==> config.mk <==
export PLATFORM = sky130hd
export DESIGN_NAME = twt_front
export DESIGN_NICKNAME = d
export VERILOG_FILES = /design/src/hdl/twt_pkg.sv /design/src/hdl/twt_front.sv
export SDC_FILE = /design/constraint.sdc
export NUM_CORES = 1
export LEC_CHECK = 0
export BUFFER_PORTS_ARGS = -buffer_cell sky130_fd_sc_hd__buf_4
export CORE_MARGIN = 4
export CORE_UTILIZATION = 50
export DETAILED_ROUTE_END_ITERATION = 6
export PLACE_DENSITY = 0.76
export SLEW_MARGIN = 20
export SYNTH_ARGS = -nofsm -noshare
export SYNTH_HDL_FRONTEND = slang
export SYNTH_SLANG_ARGS = --single-unit
export TNS_END_PERCENT = 10
==> constraint.sdc <==
create_clock -name clk -period 7.71 [get_ports clk]
set_clock_uncertainty 0.2 [all_clocks]
set_input_delay 2.313 -clock clk [delete_from_list [all_inputs] [get_ports clk]]
set_output_delay 2.313 -clock clk [all_outputs]
set_load 0.01 [all_outputs]
==> src/hdl/twt_pkg.sv <==
// Package for the text-mode terminal writer: command codes, character codes,
// the decoded operation type, the back-end states and the queued item type.
// No dependencies.
package twt_pkg;

  localparam logic [1:0] CMD_PUT_CHAR = 2'd0;
  localparam logic [1:0] CMD_CLEAR    = 2'd1;
  localparam logic [1:0] CMD_SET_CUR  = 2'd2;
  localparam logic [1:0] CMD_READ     = 2'd3;

  localparam logic [7:0] CH_NEWLINE   = 8'h0A;
  localparam logic [7:0] CH_RETURN    = 8'h0D;
  localparam logic [7:0] CH_TAB       = 8'h09;
  localparam logic [7:0] CH_BACKSPACE = 8'h08;
  localparam logic [7:0] BLANK_CHAR   = 8'h20;
  localparam logic [7:0] RESET_ATTR   = 8'h07;
  localparam logic [7:0] TAB_STOP     = 8'd8;

  typedef enum logic [2:0] {
    OP_PRINT,
    OP_NEWLINE,
    OP_RETURN,
    OP_TAB,
    OP_BACKSPACE,
    OP_CLEAR,
    OP_SET_CUR,
    OP_READ
  } op_t;

  typedef enum logic [2:0] {
    ST_INIT,
    ST_IDLE,
    ST_READ,
    ST_SCROLL,
    ST_FILL
  } state_t;

  typedef struct packed {
    op_t        op;
    logic [7:0] ch;
    logic [6:0] col;
    logic [4:0] row;
    logic       in_range;
  } item_t;

endpackage

==> src/hdl/twt_front.sv <==
// Front end of the terminal writer: decodes each command word into an
// operation and holds it in a two-entry queue. Depends on twt_pkg.
module twt_front import twt_pkg::*; #(
  parameter int COLUMNS = 80,
  parameter int ROWS    = 25
) (
  input  logic       clk,
  input  logic       rst_n,
  input  logic       push,
  output logic       full,
  input  logic [1:0] in_cmd,
  input  logic [7:0] in_ch,
  input  logic [6:0] in_col,
  input  logic [4:0] in_row,
  input  logic       busy,
  output logic       q_valid,
  output item_t      q_item,
  input  logic       q_pop
);

  item_t       entry_r [2];
  logic        wptr_r, wptr_nxt;
  logic        rptr_r, rptr_nxt;
  logic [1:0]  cnt_r, cnt_nxt;
  logic        do_push;
  item_t       dec;

  always_comb begin
    dec.ch       = in_ch;
    dec.col      = in_col;
    dec.row      = in_row;
    dec.in_range = ({1'b0, in_col} < 8'(COLUMNS)) && ({1'b0, in_row} < 6'(ROWS));
    dec.op       = OP_PRINT;
    unique case (in_cmd)
      CMD_PUT_CHAR: begin
        priority if (in_ch == CH_NEWLINE) dec.op = OP_NEWLINE;
        else if (in_ch == CH_RETURN)      dec.op = OP_RETURN;
        else if (in_ch == CH_TAB)         dec.op = OP_TAB;
        else if (in_ch == CH_BACKSPACE)   dec.op = OP_BACKSPACE;
        else                              dec.op = OP_PRINT;
      end
      CMD_CLEAR:   dec.op = OP_CLEAR;
      CMD_SET_CUR: dec.op = OP_SET_CUR;
      CMD_READ:    dec.op = OP_READ;
      default:     dec.op = OP_PRINT;
    endcase
  end

  assign full    = (cnt_r == 2'd2) || busy;
  assign do_push = push && !full;
  assign q_valid = (cnt_r != 2'd0);
  assign q_item  = entry_r[rptr_r];

  always_comb begin
    wptr_nxt = do_push ? !wptr_r : wptr_r;
    rptr_nxt = q_pop ? !rptr_r : rptr_r;
    cnt_nxt  = cnt_r + 2'(do_push) - 2'(q_pop);
  end

  always_ff @(posedge clk) begin
    if (!rst_n) begin
      wptr_r <= 1'b0;
      rptr_r <= 1'b0;
      cnt_r  <= 2'd0;
    end else begin
      wptr_r <= wptr_nxt;
      rptr_r <= rptr_nxt;
      cnt_r  <= cnt_nxt;
    end
  end

  always_ff @(posedge clk) begin
    if (do_push) begin
      entry_r[wptr_r] <= dec;
    end
  end

endmodule

==> out/qor.yml, run 1 <==
worst_hold_path:
  hp-start: "wptr_r$_SDFFE_PN0P_"
  min_to: "wptr_r$_SDFFE_PN0P_"
  holdPathStages: 2
  hp-class: "reg2reg"
timing:
  slew_violations: 0
  fin_crit_ps: 5382
  tightest_slew_ps: 1052
  finalSetupTns_ps: 0
  final-setup-viol-count: 0
  maxSlewHeadroom_pct: 29.76
  fmax_mhz: 185.8
  hold_viol: 0
  min_period_over_period_pct: 69.80
  rsz0062_at_grt: "false"
detailed_routing:
  vias: 1145
  ant_nets: 0
  wire_per_inst_um: 15.69
  dr.pass1.iters: 4
  vias_per_cell: 5.135
  drtIter0Drc: 76
  drcViolationCount: 0
  wl_um: 3499
setup_path:
  cp_max_fo: 2
  path_class: "in2out"
  r2r_start: "cnt_r[1]$_SDFF_PN0_"
  worstSetupEndpointType: "primary output"
  rr_worst_depth: 8
  cp.required_ps: 5200
  arrival_ps: 2870
  r2r_slack_ps: 5510
  r2r_end: "cnt_r[1]$_SDFF_PN0_"
  worstSetupStartpointType: "input port"
cells_and_area:
  area_delta_synth_final_pct: 25.96
  fin_nets: 201
  drive_gt1_share_pct: 51.45
  fin_util_pct: 64.65
  num_antenna_cells: 0
  fillCellCount: 307
grt:
  grt_util_met2_pct: 26.59
  grt_use_total_pct: 14.46
  use_met3_pct: 4.848
  grt_first_pass_wirelength_um: 5678
  antenna_found_initial: 0
  use_met1_pct: 15.28
  busiest_layer: "met2"
  grt_max_degree: 25
  grt_pass1_vias: 1261
  grt-ovfl-total: 0
clock_network:
  clk_latency_ps: 290
  htree_levels: 2
  cts_tree: "yes"
  cts_root_buf: "clkbuf_8"
  clock_sinks: 53
  cts_setup_buffers: 0
  clk_pin_slew_ps: 80
  ctsResizeCount: 0
  cts_made_buffers: 5
  hold_buffers: 0
  clock_path_buffers: 2
synthesis:
  syn_area_mm2: 0.002053
  yosysSeqAreaShare_pct: 75.08
  postSynthAreaPerCell_um2: 17.85
  yosysWarnings: 0
  synth_seq_cells: 53
  synth_nets: 144
  synth_cells: 115
  yosysUniqueCellTypes: 22
floorplan:
  die_w_um: 72.08
  start_util_pct: 51.33
  io_pins: 53
  core_mm2: 0.004000
  die-area_mm2: 0.005196
  die_h_um: 72.08
  rows: 23
placement:
  portBuffers: 52
  gp_congestion: 0.7521
  hpwl_um: 2507
flow_run:
  drv_cap: 0
power:
  peakVddDrop_uv: 129.4
  leakage_nw: 0.9766
  power.density_mw_per_mm2: 217.8
status:
  status: "completed"
==> layout by cell type (no fill, tap or decap), drive strengths merged, types with 2 or more instances in the layout <==
master,Yosys,routed
nor2,7,7
ha,2,2
o41ai,2,2
edfxtp,48,48
and2,3,3
buf,4,54
mux2,24,24
nand2,3,3
or2,2,2
clkbuf,0,7
xnor2,2,2
inv,4,4
dfxtp,5,5
==> worst max-delay path by stage <==
stage	start	to	slack, ps	cells after the start
6_report	busy	full	2330	3
2_1_floorplan	busy	full	2580	1
3_3_place_gp	busy	full	2360	3
4_1_cts	busy	full	2320	3
5_1_grt	busy	full	2320	3
3_5_place_dp	busy	full	2320	3
==> cell type report <==
class                   count  area (µm²)  area share (%)
flip-flops and latches     53        1541           59.60
clock inverters             1       3.754          0.1451
well taps                  50       62.56           2.419
clock buffers               7       76.32           2.951
repair buffers             54       405.4           15.67
inverters                   4       15.01          0.5806
multi-input cells          54       481.7           18.63
==> metrics by stage <==
| stage | instance area, µm² | std cells | setup WS (ps) | power, mW | hold slack (ps) |
|---|---|---|---|---|---|
| after floorplan | 2053 | 115 | 2578 | 0.3867 | 251.4 |
| after global placement | 2506 | 215 | 2356 | 0.4268 | 270.8 |
| after detailed placement | 2506 | 215 | 2323 | 0.4311 | 286.9 |
| after CTS | 2586 | 223 | 2323 | 0.5703 | 298.5 |
| after global routing | 2586 | 223 | 2324 | 0.5916 | 367.0 |
| final | 2586 | 223 | 2328 | 0.5634 | 292.6 |
==> state kept, by name, indices dropped and copies added, names as in the netlist, named ones only <==
| register | count |
|---|---|
| entry_r | 48 |
| rptr_r | 1 |
| cnt_r | 2 |
| wptr_r | 1 |
==> where the power goes <==
group | leakage [nW] | internal (mW) | switching [mW]
registers | 0.480 | 0.330 | 0.00971
clock network | 0.0399 | 0.0633 | 0.0771
logic | 0.457 | 0.0477 | 0.0359
total | 0.977 | 0.441 | 0.123
==> per-layer routing <==
metal / up-vias / share of wire [%]
li1: 547 / -
met5: - / 0
met4: 0 / 1.6
met1: 552 / 40
met3: 8 / 6.9
met2: 38 / 52
==> synthesized netlist by cell type (all sizes together) <==
library cell | count | share of area, %
o41ai | 2 | 0.85
o311ai | 1 | 0.43
mux2 | 24 | 13
inv | 4 | 0.73
or3b | 1 | 0.43
nor3 | 1 | 0.24
and2 | 3 | 0.98
o21ai | 1 | 0.24
nor4 | 1 | 0.30
dfxtp | 5 | 4.9
edfxtp | 48 | 70
or2 | 2 | 0.61
nand2 | 3 | 0.55
nor2 | 7 | 1.3
ha | 2 | 1.2
nor2b | 1 | 0.67
xor2 | 1 | 0.43
mux2i | 1 | 0.49
a41o | 1 | 0.49
xnor2 | 2 | 0.85
buf | 4 | 0.98
==> critical path, stage by stage <==
cell   delay, ps
buf_4        110
or2_2        290
buf_4        150
==> kinds of logic (layout without fill, tap and decap cells) <==
group | Yosys count | count (layout) | synth area share [%]
xor gates and xnor gates | 3 | 3 | 1.280
buffers and inverters | 8 | 66 | 1.706
AOI/OAI and AO/OA | 5 | 5 | 2.011
DFF | 53 | 53 | 75.08
muxes | 25 | 25 | 13.65
and+or+nand+nor | 19 | 19 | 5.058
adders and majority gates | 2 | 2 | 1.219
No activity file was read; power rests on OpenSTA's default activity.
==> inputs of run 2 (changes only) <==
- clock period: 7.71 -> 5 ns (I/O delays scaled with it)
==> run 2 against run 1 <==
Effect of this change: wire length rose by 0.74%; sequential power up 55%; design area up 0.44%; first-iteration DRC count shrank 72%; highest routed layer is now met3.
==> out/qor.yml, run 2 (same netlist as run 1, synthesis figures left out) <==
timing:
  slew_violations: 0
  finalSetupTns_ps: 0
  tightest_slew_ps: 1046
  fmax_mhz: 267.2
  rsz0062_at_grt: "false"
  setup_slack_ps: 1257
  maxSlewHeadroom_pct: 30.17
  min_period_over_period_pct: 74.86
  hold_viol: 0
  fin_crit_ps: 3743
  final-setup-viol-count: 0
clock_network:
  hold_buffers: 0
  ctsResizeCount: 0
  cts_made_buffers: 5
  clk_latency_ps: 290
  clk_pin_slew_ps: 80
  htree_levels: 2
  clock_sinks: 53
  cts_root_buf: "clkbuf_8"
  cts_tree: "yes"
  cts_setup_buffers: 0
  clock_path_buffers: 2
setup_path:
  cp.required_ps: 3300
  worstSetupEndpointType: "primary output"
  path_class: "in2out"
  r2r_start: "cnt_r[1]$_SDFF_PN0_"
  slowest_delay_ps: 280
  slowest_stage: "or2_2"
  path_common_cell: "buf_4"
  cp_cell_sequence: "buf_4 -> or2_2 -> buf_4"
  cp_max_fo: 2
  cp-startpoint: "busy"
  arrival_ps: 2040
  worstSetupStartpointType: "input port"
cells_and_area:
  num_antenna_cells: 0
  largest_reg_flops: 48
  fillCellCount: 309
  fin_util_pct: 64.94
  drive_gt1_share_pct: 52.60
  layout_common_cells: "buf_4, edfxtp_1, mux2_2"
  area_delta_synth_final_pct: 26.51
  multiInputGateArea_um2: 481.7
  fin_nets: 201
  regArea_mm2: 0.001541
  final_common_cell: "buf_4"
  reg.largest.list: "entry_r x48, cnt_r x2"
  regMostFlops: "entry_r"
floorplan:
  die_h_um: 72.08
  io_pins: 53
  rows: 23
  start_util_pct: 51.33
  die-area_mm2: 0.005196
  core_mm2: 0.004000
  die_w_um: 72.08
detailed_routing:
  wl_um: 3525
  vias: 1129
  vias_per_cell: 5.063
  wire_per_inst_um: 15.81
  drcViolationCount: 0
  drtIter0Drc: 21
  ant_nets: 0
  dr.pass1.iters: 4
grt:
  grt_use_total_pct: 14.29
  grt_pass1_vias: 1237
  grt-ovfl-total: 0
  antenna_found_initial: 0
  grt_max_degree: 25
  grt_first_pass_wirelength_um: 5540
power:
  power.density_mw_per_mm2: 340.2
  leakage_nw: 0.9853
  peakVddDrop_uv: 271.2
placement:
  portBuffers: 52
  gp_congestion: 0.7541
  hpwl_um: 2522
  place_ws_ps: 1257
worst_hold_path:
  hp-start: "wptr_r$_SDFFE_PN0P_"
  hp-class: "reg2reg"
flow_run:
  drv_cap: 0
status:
  status: "completed"
run 2: report_power, final:
part,switching [mW],internal [mW]
logic,0.0548,0.0734
clock network,0.122,0.110
registers,0.0155,0.508
run 2: critical path: cells and delay by family:
| family | cells | cell delay (ps) |
|---|---|---|
| AND/OR/NAND/NOR | 1 | 280 |
| buffers and inverters | 2 | 260 |
run 2: cell type report:
class | count | area share [%]
repair buffers | 54 | 15.61
inverters | 4 | 0.5780
well taps | 50 | 2.408
clock buffers | 6 | 3.179
multi-input cells | 54 | 18.55
flip-flops and latches | 53 | 59.34
clock inverters | 2 | 0.3372
run 2: metal layers:
layer  share of wire (%)  track usage (%)  vias to the layer above
met5                   0                0                        -
met4                   0            3.758                        0
met3                 9.2            6.371                        0
met2                  56            27.30                       36
met1                  35            13.64                      548
li1                    -                -                      545
run 2: per-stage QoR:
step                instance area, µm²  cells  hold slack (ps)  power [mW]
floorplan                         2053    115            251.4      0.5962
global placement                  2506    215            271.2      0.6579
detailed placement                2506    215            308.1      0.6646
CTS                               2597    223            320.8      0.8946
global route                      2597    223            368.4      0.9270
finish                            2597    223            312.2      0.8835
run 2: worst paths after layout:
path	cells past startpoint	end	slack [ps]
setup reg to reg	8	cnt_r[1]$_SDFF_PN0_	2770
setup / recovery	3	full	1260
hold / removal	2	wptr_r$_SDFFE_PN0P_	310
hold reg to reg	2	wptr_r$_SDFFE_PN0P_	310
==> inputs of run 3 (changes only) <==
- clock period: 5 -> 3.6 ns (I/O delays scaled with it)
==> run 3 against run 2 <==
Effect of this change: register-to-register slack got worse by 1300 ps; combinational power rose by 45%; sequential share of layout area did not move; critical path depth did not move; utilization did not move; sequential power rose by 38%; design area did not move; global-route usage barely moved; die area did not move; final cell count rose by 0.45%; critical endpoint is now q_item[15]; largest power group unchanged; highest routed layer is now met4.
==> out/qor.yml, run 3 (same netlist as run 1, synthesis figures left out) <==
grt:
  grt_max_degree: 25
  busiest_layer: "met2"
  grt_pass1_vias: 1244
  grt_first_pass_wirelength_um: 5623
  use_met1_pct: 15.96
  grt-ovfl-total: 0
  use_met3_pct: 5.540
  grt_use_total_pct: 14.31
  antenna_found_initial: 0
  grt_util_met2_pct: 25.18
power:
  power.density_mw_per_mm2: 467.5
  leakage_nw: 0.9803
  peakVddDrop_uv: 282.2
clock_network:
  clk_latency_ps: 290
  cts_root_buf: "clkbuf_8"
  cts_made_buffers: 5
  ctsResizeCount: 0
  htree_levels: 2
  clock_sinks: 53
  cts_tree: "yes"
  hold_buffers: 0
  clk_pin_slew_ps: 80
  cts_setup_buffers: 0
  clock_path_buffers: 2
setup_path:
  slowest_stage: "dfxtp_1"
  worstSetupEndpointType: "primary output"
  path_class: "reg2out"
  cp_max_fo: 13
  slowest_delay_ps: 650
  cp.required_ps: 2320
  worstSetupStartpointType: "register"
  path_common_cell: "buf_4"
  cp_cell_sequence: "buf_4 -> mux2_2 -> buf_4"
  arrival_ps: 1780
cells_and_area:
  regMostFlops: "entry_r"
  fillCellCount: 295
  reg.largest.list: "entry_r x48, cnt_r x2"
  area_delta_synth_final_pct: 26.51
  drive_gt1_share_pct: 52.30
  final_common_cell: "buf_4"
  fin_nets: 202
  num_antenna_cells: 0
  largest_reg_flops: 48
  layout_common_cells: "buf_4, edfxtp_1, mux2_2"
  stdcell_count: 224
floorplan:
  die_w_um: 72.08
  io_pins: 53
  die_h_um: 72.08
  die-area_mm2: 0.005196
  start_util_pct: 51.33
  core_mm2: 0.004000
  rows: 23
timing:
  final-setup-viol-count: 0
  hold_viol: 0
  tightest_slew_ps: 515.5
  setup_slack_ps: 539.5
  rsz0062_at_grt: "false"
  hold_slack_ps: 299.9
  fmax_mhz: 326.7
  fin_crit_ps: 3061
  min_period_over_period_pct: 85.01
  finalSetupTns_ps: 0
  maxSlewHeadroom_pct: 65.59
  slew_violations: 0
detailed_routing:
  drtIter0Drc: 40
  wire_per_inst_um: 15.45
  dr.pass1.iters: 4
  vias_per_cell: 5.116
  ant_nets: 0
  wl_um: 3460
  vias: 1146
  drcViolationCount: 0
flow_run:
  drv_cap: 0
worst_hold_path:
  hp-class: "reg2reg"
placement:
  hpwl_um: 2495
  place_ws_ps: 644.0
  dpl.cell_count: 216
  portBuffers: 52
  gp_congestion: 0.7196
status:
  status: "completed"
-- run 3: cell type report --
class	instances	area, µm²	area share [%]
timing repair buffer	55	412.9	15.90
inverter	4	15.01	0.5780
clock buffer	7	76.32	2.938
tap	50	62.56	2.408
multi-input combinational	54	481.7	18.55
sequential	53	1541	59.34
clock inverter	1	7.507	0.2890
-- run 3: final timing paths --
path | startpoint | endpoint | slack, ps | cells past startpoint
worst max-delay path | register | q_item[15] | 540 | 3
worst min-delay path | wptr_r$_SDFFE_PN0P_ | wptr_r$_SDFFE_PN0P_ | 300 | 2
worst max register to register | cnt_r[0]$_SDFF_PN0_ | cnt_r[1]$_SDFF_PN0_ | 1430 | 8
worst min register to register | wptr_r$_SDFFE_PN0P_ | wptr_r$_SDFFE_PN0P_ | 300 | 2
-- run 3: metrics by stage --
step / total power, mW / instance area [µm²] / util, %
global placement: 0.9156 / 2514 / 62.84
CTS: 1.229 / 2597 / 64.94
detailed placement: 0.9238 / 2514 / 62.84
finish: 1.214 / 2597 / 64.94
global route: 1.273 / 2597 / 64.94
floorplan: 0.8281 / 2053 / -
-- run 3: power by group --
group / total, mW / switching, mW / internal [mW]
Sequential: 0.722 / 0.0156 / 0.706
Clock: 0.308 / 0.170 / 0.138
Combinational: 0.185 / 0.0813 / 0.103
-- run 3: metal layers --
| layer | vias up | routed length [µm] |
|---|---|---|
| met5 | - | 0 |
| met4 | 0 | 20 |
| met3 | 2 | 232 |
| met2 | 33 | 1861 |
| met1 | 565 | 1345 |
| li1 | 546 | - |
-- run 3: worst max-delay path, delay by kind of cell (launching register included) --
kind     cells  cell delay (ps)
buf+inv      2              470
flops        1              650
mux          1              370
